==> config.mk <==
export PLATFORM = sky130hd
export DESIGN_NAME = i2c_master_bit_engine
export DESIGN_NICKNAME = d
export VERILOG_FILES = /design/src/rtl/i2c_mbe_pkg.sv /design/src/rtl/i2c_mbe_step.sv /design/src/rtl/i2c_master_bit_engine.sv
export SDC_FILE = /design/constraint.sdc
export NUM_CORES = 1
export LEC_CHECK = 0
export BUFFER_PORTS_ARGS = -buffer_cell sky130_fd_sc_hd__buf_2
export CAP_MARGIN = 20
export CORE_ASPECT_RATIO = 1.2
export CORE_MARGIN = 8
export CORE_UTILIZATION = 60
export CTS_BUF_LIST = sky130_fd_sc_hd__clkbuf_16
export DETAILED_ROUTE_END_ITERATION = 8
export PLACE_DENSITY_LB_ADDON = 0.08
export SYNTH_ARGS = -nofsm -noshare
export SYNTH_HDL_FRONTEND = slang
export SYNTH_HIERARCHICAL = 1
export SYNTH_SLANG_ARGS = --single-unit
export TNS_END_PERCENT = 20
==> constraint.sdc <==
create_clock -name clk -period 3.4 [get_ports clk]
set_input_delay 0.34 -clock clk [delete_from_list [all_inputs] [get_ports clk]]
set_output_delay 0.34 -clock clk [all_outputs]
set_load 0.05 [all_outputs]
==> src/rtl/i2c_mbe_pkg.sv <==
`default_nettype none

package i2c_mbe_pkg;

    // Sequencer step value while no command is running
    localparam logic [4:0] STEP_IDLE = 5'd31;

    // Command modes
    localparam logic [2:0] MODE_START     = 3'd0;
    localparam logic [2:0] MODE_ALT_START = 3'd1;
    localparam logic [2:0] MODE_STOP      = 3'd2;
    localparam logic [2:0] MODE_WRITE     = 3'd3;
    localparam logic [2:0] MODE_READ      = 3'd4;
    localparam logic [2:0] MODE_ACK       = 3'd5;
    localparam logic [2:0] MODE_NACK      = 3'd6;
    localparam logic [2:0] MODE_RECOVER   = 3'd7;

    // Status codes
    localparam logic [2:0] ST_READY = 3'd0;
    localparam logic [2:0] ST_BUSY  = 3'd1;
    localparam logic [2:0] ST_ERROR = 3'd2;
    localparam logic [2:0] ST_ACK   = 3'd3;
    localparam logic [2:0] ST_NACK  = 3'd4;

    // Bits in a byte
    localparam logic [3:0] BITS_PER_BYTE = 4'd8;

    typedef struct packed {
        logic       cmd_valid;
        logic [2:0] mode;
        logic [7:0] tx_byte;
        logic       sda_in;
    } i2c_mbe_item_t;

    typedef struct packed {
        logic [4:0]  seq_step;
        logic [2:0]  active_mode;
        logic [7:0]  shift_reg;
        logic [3:0]  bit_count;
        logic [15:0] slot_count;
        logic        scl_level;
        logic        sda_level;
        logic [2:0]  last_status;
        logic [7:0]  rx_hold;
    } i2c_mbe_state_t;

endpackage

`default_nettype wire

==> src/rtl/i2c_mbe_step.sv <==
`default_nettype none

// One tick of the bus sequencer: current state and one item in, next state out.
module i2c_mbe_step
    import i2c_mbe_pkg::*;
(
    input  i2c_mbe_state_t cur,
    input  i2c_mbe_item_t  item,
    input  logic [15:0]    slot_ticks,
    output i2c_mbe_state_t nxt,
    output logic           done
);

    logic [15:0] slot_load;
    logic        run;
    logic        wait_en;
    logic [4:0]  wait_step;
    logic        fin_en;
    logic [2:0]  fin_status;
    logic [3:0]  bc_inc;

    // zero slot length behaves as one tick
    assign slot_load = (slot_ticks == 16'd0) ? 16'd1 : slot_ticks;
    assign bc_inc    = cur.bit_count + 4'd1;

    always_comb
    begin
        nxt        = cur;
        run        = 1'b0;
        wait_en    = 1'b0;
        wait_step  = '0;
        fin_en     = 1'b0;
        fin_status = ST_READY;

        if (cur.seq_step == STEP_IDLE)
        begin
            if (item.cmd_valid)
            begin
                nxt.active_mode = item.mode;
                nxt.shift_reg   = (item.mode == MODE_WRITE) ? item.tx_byte : 8'd0;
                nxt.bit_count   = '0;
                nxt.seq_step    = '0;
                run             = 1'b1;
            end
        end
        else if (cur.slot_count > 16'd1)
        begin
            nxt.slot_count = cur.slot_count - 16'd1;
        end
        else
        begin
            run = 1'b1;
        end

        if (run)
        begin
            case (nxt.active_mode)
                MODE_START:
                begin
                    if (nxt.seq_step == 5'd0)
                    begin
                        nxt.sda_level = 1'b1; wait_en = 1'b1; wait_step = 5'd1;
                    end
                    else if (nxt.seq_step == 5'd1)
                    begin
                        nxt.scl_level = 1'b1; wait_en = 1'b1; wait_step = 5'd2;
                    end
                    else if (nxt.seq_step == 5'd2)
                    begin
                        if (!item.sda_in)
                        begin
                            fin_en = 1'b1; fin_status = ST_BUSY;
                        end
                        else
                        begin
                            nxt.sda_level = 1'b0; wait_en = 1'b1; wait_step = 5'd3;
                        end
                    end
                    else if (nxt.seq_step == 5'd3)
                    begin
                        nxt.scl_level = 1'b0; wait_en = 1'b1; wait_step = 5'd4;
                    end
                    else
                    begin
                        fin_en = 1'b1; fin_status = item.sda_in ? ST_ERROR : ST_READY;
                    end
                end
                MODE_ALT_START:
                begin
                    if (nxt.seq_step == 5'd0)
                    begin
                        nxt.sda_level = 1'b1; nxt.scl_level = 1'b0;
                        wait_en = 1'b1; wait_step = 5'd1;
                    end
                    else if (nxt.seq_step == 5'd1)
                    begin
                        nxt.scl_level = 1'b1; wait_en = 1'b1; wait_step = 5'd2;
                    end
                    else if (nxt.seq_step == 5'd2)
                    begin
                        if (!item.sda_in)
                        begin
                            fin_en = 1'b1; fin_status = ST_BUSY;
                        end
                        else
                        begin
                            nxt.sda_level = 1'b0; wait_en = 1'b1; wait_step = 5'd3;
                        end
                    end
                    else if (nxt.seq_step == 5'd3)
                    begin
                        nxt.scl_level = 1'b0; wait_en = 1'b1; wait_step = 5'd4;
                    end
                    else if (nxt.seq_step == 5'd4)
                    begin
                        nxt.scl_level = 1'b1; wait_en = 1'b1; wait_step = 5'd5;
                    end
                    else if (nxt.seq_step == 5'd5)
                    begin
                        nxt.sda_level = 1'b1; wait_en = 1'b1; wait_step = 5'd6;
                    end
                    else if (nxt.seq_step == 5'd6)
                    begin
                        nxt.scl_level = 1'b0; wait_en = 1'b1; wait_step = 5'd7;
                    end
                    else
                    begin
                        fin_en = 1'b1;
                    end
                end
                MODE_STOP:
                begin
                    if (nxt.seq_step == 5'd0)
                    begin
                        nxt.sda_level = 1'b0; wait_en = 1'b1; wait_step = 5'd1;
                    end
                    else if (nxt.seq_step == 5'd1)
                    begin
                        nxt.scl_level = 1'b1; wait_en = 1'b1; wait_step = 5'd2;
                    end
                    else if (nxt.seq_step == 5'd2)
                    begin
                        nxt.sda_level = 1'b1; wait_en = 1'b1; wait_step = 5'd3;
                    end
                    else
                    begin
                        fin_en = 1'b1;
                    end
                end
                MODE_WRITE:
                begin
                    if (nxt.seq_step == 5'd0)
                    begin
                        // MSB out, shift left
                        nxt.scl_level = 1'b0;
                        nxt.sda_level = nxt.shift_reg[7];
                        nxt.shift_reg = {nxt.shift_reg[6:0], 1'b0};
                        wait_en = 1'b1; wait_step = 5'd1;
                    end
                    else if (nxt.seq_step == 5'd1)
                    begin
                        nxt.scl_level = 1'b1; wait_en = 1'b1; wait_step = 5'd2;
                    end
                    else if (nxt.seq_step == 5'd2)
                    begin
                        nxt.scl_level = 1'b0;
                        nxt.bit_count = bc_inc;
                        wait_en   = 1'b1;
                        wait_step = (bc_inc < BITS_PER_BYTE) ? 5'd0 : 5'd4;
                    end
                    else if (nxt.seq_step == 5'd4)
                    begin
                        nxt.sda_level = 1'b1; wait_en = 1'b1; wait_step = 5'd5;
                    end
                    else if (nxt.seq_step == 5'd5)
                    begin
                        nxt.scl_level = 1'b1; wait_en = 1'b1; wait_step = 5'd6;
                    end
                    else
                    begin
                        // ACK sample
                        nxt.scl_level = 1'b0; nxt.sda_level = 1'b1;
                        fin_en = 1'b1; fin_status = item.sda_in ? ST_NACK : ST_ACK;
                    end
                end
                MODE_READ:
                begin
                    if (nxt.seq_step == 5'd0)
                    begin
                        nxt.sda_level = 1'b1; nxt.scl_level = 1'b1;
                        wait_en = 1'b1; wait_step = 5'd1;
                    end
                    else if (nxt.seq_step == 5'd1)
                    begin
                        nxt.shift_reg = {cur.shift_reg[6:0], item.sda_in};
                        nxt.scl_level = 1'b0;
                        nxt.bit_count = bc_inc;
                        wait_en   = 1'b1;
                        wait_step = (bc_inc < BITS_PER_BYTE) ? 5'd0 : 5'd2;
                    end
                    else
                    begin
                        nxt.rx_hold = nxt.shift_reg;
                        fin_en = 1'b1;
                    end
                end
                MODE_ACK:
                begin
                    if (nxt.seq_step == 5'd0)
                    begin
                        nxt.sda_level = 1'b0; wait_en = 1'b1; wait_step = 5'd1;
                    end
                    else if (nxt.seq_step == 5'd1)
                    begin
                        nxt.scl_level = 1'b1; wait_en = 1'b1; wait_step = 5'd2;
                    end
                    else if (nxt.seq_step == 5'd2)
                    begin
                        nxt.scl_level = 1'b0; wait_en = 1'b1; wait_step = 5'd3;
                    end
                    else
                    begin
                        nxt.sda_level = 1'b1; fin_en = 1'b1;
                    end
                end
                MODE_NACK:
                begin
                    if (nxt.seq_step == 5'd0)
                    begin
                        nxt.sda_level = 1'b1; wait_en = 1'b1; wait_step = 5'd1;
                    end
                    else if (nxt.seq_step == 5'd1)
                    begin
                        nxt.scl_level = 1'b1; wait_en = 1'b1; wait_step = 5'd2;
                    end
                    else if (nxt.seq_step == 5'd2)
                    begin
                        nxt.scl_level = 1'b0; wait_en = 1'b1; wait_step = 5'd3;
                    end
                    else
                    begin
                        fin_en = 1'b1;
                    end
                end
                default:
                begin
                    // bus recovery
                    if (nxt.seq_step == 5'd0)
                    begin
                        if (item.sda_in)
                        begin
                            fin_en = 1'b1;
                        end
                        else
                        begin
                            nxt.sda_level = 1'b1; nxt.scl_level = 1'b0;
                            wait_en = 1'b1; wait_step = 5'd1;
                        end
                    end
                    else if (nxt.seq_step == 5'd1)
                    begin
                        if (item.sda_in)
                        begin
                            // SDA freed: continue as first phase of a stop
                            nxt.active_mode = MODE_STOP;
                            nxt.sda_level   = 1'b0;
                            wait_en = 1'b1; wait_step = 5'd1;
                        end
                        else if (cur.bit_count >= BITS_PER_BYTE)
                        begin
                            fin_en = 1'b1; fin_status = ST_ERROR;
                        end
                        else
                        begin
                            nxt.scl_level = 1'b1;
                            nxt.bit_count = bc_inc;
                            wait_en = 1'b1; wait_step = 5'd2;
                        end
                    end
                    else
                    begin
                        nxt.scl_level = 1'b0; wait_en = 1'b1; wait_step = 5'd1;
                    end
                end
            endcase
        end

        if (wait_en)
        begin
            nxt.seq_step   = wait_step;
            nxt.slot_count = slot_load;
        end
        if (fin_en)
        begin
            nxt.seq_step    = STEP_IDLE;
            nxt.slot_count  = '0;
            nxt.last_status = fin_status;
        end
        done = fin_en;
    end

endmodule

`default_nettype wire

==> src/rtl/i2c_master_bit_engine.sv <==
// Result path: an accepted input transaction waits in the input register; its step
// result goes to the output register, where the master side can take it, once that
// register is empty or being drained. Throughput: one tick per clock cycle while
// results are taken; the step from input to state/result registers is combinational.
// Reset (rst_n, async, active low): bus lines released, sequencer idle,
// status ready, slot length 1 tick, both pipeline registers empty.
`default_nettype none

module i2c_master_bit_engine
    import i2c_mbe_pkg::*;
(
    input  wire logic        clk,
    input  wire logic        rst_n,

    // slot length register
    input  wire logic        cfg_wr_en,
    input  wire logic [15:0] cfg_wr_data,

    input  wire logic        s_axis_tvalid,
    output logic             s_axis_tready,
    input  wire logic [15:0] s_axis_tdata,   // [7:0] tx_byte, [8] sda_in, rest zero
    input  wire logic [3:0]  s_axis_tuser,   // [0] cmd_valid, [3:1] mode

    output logic             m_axis_tvalid,
    input  wire logic        m_axis_tready,
    output logic [15:0]      m_axis_tdata    // [0] scl_out, [1] sda_out, [2] busy_res,
                                             // [3] done_res, [6:4] status, [14:7] rx_byte
);

    // configuration
    logic [15:0]    slot_ticks_reg;

    // input stage
    logic           in_valid_reg;
    i2c_mbe_item_t  in_item_reg;

    // sequencer state and result stage
    i2c_mbe_state_t state_reg;
    i2c_mbe_state_t state_next;
    logic           done_next;
    logic           out_valid_reg;
    logic [15:0]    out_data_reg;

    logic           advance;   // item in input stage is executed this cycle

    // The item moves on when the result register is empty or being drained;
    // the input stage refills in the same cycle, so one tick per clock while results drain.
    assign advance       = in_valid_reg && (!out_valid_reg || m_axis_tready);
    assign s_axis_tready = !in_valid_reg || advance;

    always_ff @(posedge clk or negedge rst_n)
    begin
        if (!rst_n)
        begin
            slot_ticks_reg <= 16'd1;
        end
        else if (cfg_wr_en)
        begin
            slot_ticks_reg <= cfg_wr_data;
        end
    end

    always_ff @(posedge clk or negedge rst_n)
    begin
        if (!rst_n)
        begin
            in_valid_reg <= 1'b0;
        end
        else if (s_axis_tready)
        begin
            in_valid_reg <= s_axis_tvalid;
        end
    end

    always_ff @(posedge clk)
    begin
        if (s_axis_tvalid && s_axis_tready)
        begin
            in_item_reg.cmd_valid <= s_axis_tuser[0];
            in_item_reg.mode      <= s_axis_tuser[3:1];
            in_item_reg.tx_byte   <= s_axis_tdata[7:0];
            in_item_reg.sda_in    <= s_axis_tdata[8];
        end
    end

    i2c_mbe_step u_step
    (
        .cur        (state_reg),
        .item       (in_item_reg),
        .slot_ticks (slot_ticks_reg),
        .nxt        (state_next),
        .done       (done_next)
    );

    always_ff @(posedge clk or negedge rst_n)
    begin
        if (!rst_n)
        begin
            state_reg.seq_step    <= STEP_IDLE;
            state_reg.active_mode <= MODE_START;
            state_reg.shift_reg   <= '0;
            state_reg.bit_count   <= '0;
            state_reg.slot_count  <= '0;
            state_reg.scl_level   <= 1'b1;
            state_reg.sda_level   <= 1'b1;
            state_reg.last_status <= ST_READY;
            state_reg.rx_hold     <= '0;
            out_valid_reg         <= 1'b0;
        end
        else
        begin
            if (advance)
            begin
                state_reg <= state_next;
            end
            if (advance)
            begin
                out_valid_reg <= 1'b1;
            end
            else if (m_axis_tready)
            begin
                out_valid_reg <= 1'b0;
            end
        end
    end

    always_ff @(posedge clk)
    begin
        if (advance)
        begin
            out_data_reg <= {1'b0,
                             state_next.rx_hold,
                             state_next.last_status,
                             done_next,
                             (state_next.seq_step != STEP_IDLE),
                             state_next.sda_level,
                             state_next.scl_level};
        end
    end

    assign m_axis_tvalid = out_valid_reg;
    assign m_axis_tdata  = out_data_reg;

    // a finished command never reports itself as still running
    a_done_not_busy: assert property (@(posedge clk) disable iff (!rst_n)
        out_valid_reg |-> !(out_data_reg[3] && out_data_reg[2]))
        else $error("done and busy both set in result");

    // a running command always has a slot count loaded
    a_busy_slot: assert property (@(posedge clk) disable iff (!rst_n)
        (state_reg.seq_step != STEP_IDLE) |-> (state_reg.slot_count != 16'd0))
        else $error("running command with empty slot count");

    // bit counter never runs past one byte
    a_bit_count: assert property (@(posedge clk) disable iff (!rst_n)
        state_reg.bit_count <= BITS_PER_BYTE)
        else $error("bit counter beyond byte length");

    // an idle tick without command leaves the bus lines alone
    a_idle_hold: assert property (@(posedge clk) disable iff (!rst_n)
        (advance && (state_reg.seq_step == STEP_IDLE) && !in_item_reg.cmd_valid) |=>
        ($stable(state_reg.scl_level) && $stable(state_reg.sda_level)))
        else $error("bus lines moved while idle");

endmodule

`default_nettype wire

Yosys cells after proc, flatten, opt, wreduce, memory -nomap -nowiden. Cells that the tools add are included.

Register bits after elaboration: 95. Latch bits: 0. Bits in writable memories: 0. Memory bits (read-only): 0. Input bits: 41. Output and inout bits: 18. Memories kept: 0.

Add/sub/neg operators: 2. Multipliers: 0. Divide/modulo/power cells: 0. Magnitude comparators: 3. Equality and inequality tests: 16. Shift-type cells: 0. Muxes and demuxes: 195. Bitwise logic cells: 0. Reduce and logical (&&, ||, !) cells: 16.

Operators with widths (number): $mux 5 (23); $mux 1 (105); $mux 16 (5); $mux 3 (25); $mux 8 (6); $mux 20 (2); $mux 4 (7); $pmux 5 s5 (1); $mux 12 (2); $mux 2 (12); $gt 16x1->1 const B (1); $logic_not 16->1 (1); $pmux 8 s2 (1); $sub 16x1->16 const B (1); $eq 5x3->1 const B (3); $mux 15 (1); $pmux 2 s7 (1); $pmux 3 s4 (1); $pmux 4 s3 (1); $eq 5x2->1 const B (2); $pmux 1 s5 (2); $eq 3x2->1 const B (3); $eq 3x3->1 const B (3); $reduce_or 7->1 (1); other kinds (19) (22).

Logic depth before layout (Yosys ltp).
Depth in word-level cells: 17. Depth in mapped cells: 11. Mapped depth without buffers: 8.

Cells and area by module. The synthesis kept the hierarchy.

Modules (own cells, without submodules): i2c_master_bit_engine (instances 1, cells each 178, area an instance 3587.2 sq um, seq. area each 2527.4 sq um); i2c_mbe_step (instances 1, cells each 366, area an instance 2324.7 sq um, seq. area each 0.0 sq um).

Worst setup path after synthesis. Ideal clock, no wire load.

Kind: flip-flop to flip-flop. From: register state_reg[46] (netlist bit). To: register state_reg[44] (netlist bit). Library setup time: 82 ps. Arrival: 2429 ps. Data required time: 3318 ps. Setup slack: 889 ps. Stages on the path, launching flop included: 9. Buffers on the path: 1. Period minus slack after synthesis: 2511 ps. Path through: dfstp_2 buf_2 nand4_2 nor2_1 mux2_2 a21o_1 a2111oi_0 o22ai_1 mux2_4.

RTL lines: from (decl) (RTL line i2c_master_bit_engine.sv:38) `i2c_mbe_state_t state_reg;`; from (signal assigned) (RTL line i2c_master_bit_engine.sv:114) `state_reg <= state_next;`.

==> results.tsv <==
stage	metric	value	unit
cts	number of clock sinks	95	
timing	crit share post-route	93.9	%
floorplanning	top-level I/O count	59	
final_layout	proportion of layout cells with a drive suffix above 1	30.2	%
worst_setup_path	worst setup path class	reg2reg	
logic_synthesis	cell area after technology mapping	0.00591	mm2
logic_synthesis	nets in the synthesized netlist	589	
timing	final hold violation count	0	
worst_setup_path	worst path arrival time	3470	ps
run	MaxCap Viol Count	0	
worst_setup_path	crit path max fanout	7	
worst_setup_path	Data required, critical path	3670	ps
drt	mean number of vias per cell	6.51	
timing	Final Hold Slack	150	ps
placed_design	routability-driven placement congestion ratio	0.964	
logic_synthesis	FF+latch count, synth	95	
floorplanning	die outline area	0.0133	mm2
grt	global-route wire length before repair	24700	um
logic_synthesis	cells taking the most area after synthesis	sky130_fd_sc_hd__dfrtp_1 (25%), sky130_fd_sc_hd__edfxtp_1 (14%), sky130_fd_sc_hd__mux2_4 (12%)	
cts	clock slew at reported path FFs	80	ps
cts	# H-tree levels	3	
timing	Fin Clk Skew	15.6	ps
cts	Post-CTS Setup Repair Bufs	0	
drt	total number of vias	4659	
status	run status	finished, final reports clean	
logic_synthesis	number of standard cells after synthesis	544	
timing	worst-case setup margin in the final layout	208	ps
grt	initial antenna violation count	0	
logic_synthesis	Seq/Total Area, Yosys	42.8	%
power	maximum VDD drop	0.455	mV
timing	number of failing setup endpoints in the final timing report	0	
cts	clock latency at the later pin of the worst-skew pair	360	ps
drt	remaining antenna violation count after routing	0	
placed_design	# port buffers	50	
worst_hold_path	class of the worst hold path	in2reg	
final_layout	diodes inserted	0	
cts	clock buffers created by TritonCTS	9	
worst_setup_path	startpoint types	flop	
final_layout	net count of the finished layout	633	
grt	total routing usage reported by global routing	23.2	%
power	total power per unit cell area	629	mW/mm2
cts	library cell used as clock root buffer	sky130_fd_sc_hd__clkbuf_16	
cts	clock tree from TritonCTS	done	
grt	vias in the first global route	4677	
floorplanning	initial core utilization	61.8	%
worst_setup_path	Worst Setup End Kind	flop	
floorplanning	Std-Cell Rows	39	
logic_synthesis	Post-Synthesis Mean Instance Area	10.9	um2
cts	buffer depth of the longest clock path	2	
power	total power after layout	4.14	mW
power	Leak	2.83	nW
placed_design	instance area at placement	0.00624	mm2
timing	sum of negative setup slack	0	ps
floorplanning	Placeable Area	0.00956	mm2
final_layout	Filler cells	748	
timing	fin. max-slew vios	0	
logic_synthesis	Yosys top cell by area	sky130_fd_sc_hd__dfrtp_1	
drt	wire length per cell after detailed routing	21.3	um
final_layout	number of flip-flops under the largest register name	49	
logic_synthesis	share of async-settable or async-resettable flops after synthesis	70.5	%
logic_synthesis	share of the synthesized area in the top cell type	25.0	%
timing	time the worst path needs with I/O delays and setup	3190	ps
grt	GRT Residual Overflow	0	
final_layout	area added between synthesis and finish	11.3	%
final_layout	final standard cell area without fillers	0.00658	mm2
final_layout	leading cell type in the layout, fill and taps excluded	sky130_fd_sc_hd__dfrtp_1	
placed_design	placement-stage worst setup slack	343	ps
timing	setup repair after global routing missed its margin	false	
logic_synthesis	total of warnings raised by yosys	6	
logic_synthesis	EDFF count, synth	28	
timing	relative slew slack	41.2	%
floorplanning	die boundary width	107	um
floorplanning	y dimension of the die	125	um
timing	transition at the pin with the smallest max-transition slack	877	ps
drt	number of DRC violations after detailed-routing iteration 0	431	
drt	Detailed Routing Iterations Pass 1	5	
logic_synthesis	number of distinct library cells after synthesis	83	
placed_design	Post-DP HPWL	11000	um
timing	upper clock frequency limit	313	MHz
final_layout	most used cells in the layout excluding fill and tap cells	sky130_fd_sc_hd__dfrtp_1 (59), sky130_fd_sc_hd__buf_2 (50), sky130_fd_sc_hd__mux2_4 (49)	
logic_synthesis	Post-synth top flop	sky130_fd_sc_hd__dfrtp_1	
grt	maximum number of pins on one net before global-route repair	41	
drt	DRC violation count after routing	0	
drt	Total Wirelength	15200	um
-- layout make-up --
class / count / area (um2) / share of cell area [%]
repair buffers: 70 / 403 / 6.12
flip-flops and latches: 95 / 2530 / 38.4
clock inverters: 7 / 100 / 1.52
inverters: 12 / 45.0 / 0.685
multi-input cells: 400 / 3130 / 47.5
well taps: 123 / 154 / 2.34
clock buffers: 9 / 225 / 3.42
-- stage by stage --
| stage | cells | utilization [%] |
|---|---|---|
| finish | 716 | 68.8 |
| global route | 716 | 68.8 |
| CTS | 716 | 68.8 |
| detailed placement | 699 | 65.3 |
| global placement | 699 | 65.3 |
| floorplan | 544 | - |
-- timing repair --
item | 4_1_cts | 5_1_grt
hold buffers | 1 | 0
resized for setup | 0 | 0
endpoints found under the hold margin | 6 | 0
-- per-layer routing --
layer  global-route usage, %  vias to the layer above  share of wire (%)
li1                        -                     2156                  -
met1                    28.5                     2275                 41
met2                    38.2                      191                 50
met3                    5.12                       37                6.1
met4                    9.54                        0                3.0
met5                       0                        -                  0
-- report_power, final --
part | internal, mW | switching [mW] | total [mW]
clock | 0.595 | 0.498 | 1.09
sequential | 1.36 | 0.272 | 1.63
combinational | 0.669 | 0.740 | 1.41
total | 2.63 | 1.51 | 4.14
-- final timing paths --
kind	slack, ps	cells after the start	endpoint	start
min in group asynchronous	350	2	state_reg[2]	rst_n
max	210	8	state_reg[11]	state_reg[13]
max reg2reg	210	8	state_reg[11]	state_reg[13]
min	150	1	in_item_reg[1]	s_axis_tdata[0]
min reg2reg	520	1	state_reg[7]	state_reg[7]
max in group asynchronous	2280	3	slot_ticks_reg[0]	rst_n
-- kinds of logic after synthesis --
family / synth area share [%]
xor+xnor: 2.37
fa+ha+maj: 0.847
mux: 16.7
simple gates: 15.4
compound gates: 17.5
other cells: 0.0634
flops: 42.8
buf+inv: 4.38
-- critical path: stages, from the launching register on --
cell	delay, ps
sky130_fd_sc_hd__dfrtp_1	430
sky130_fd_sc_hd__inv_1	120
sky130_fd_sc_hd__ha_1	310
sky130_fd_sc_hd__o2111ai_1	210
sky130_fd_sc_hd__o31ai_2	780
sky130_fd_sc_hd__o221ai_1	320
sky130_fd_sc_hd__a2111oi_0	520
sky130_fd_sc_hd__nor2_1	120
sky130_fd_sc_hd__mux2_4	280
-- synth_stat cells, drive strengths merged, types with 14 or more instances --
master and instances:
o21ai 21, dfrtp 59, a21oi 24, nand2 40
a22o 15, edfxtp 28, buf 25, nor3 14
nor2 37, mux2 68
(Power assumes the default switching activity.)
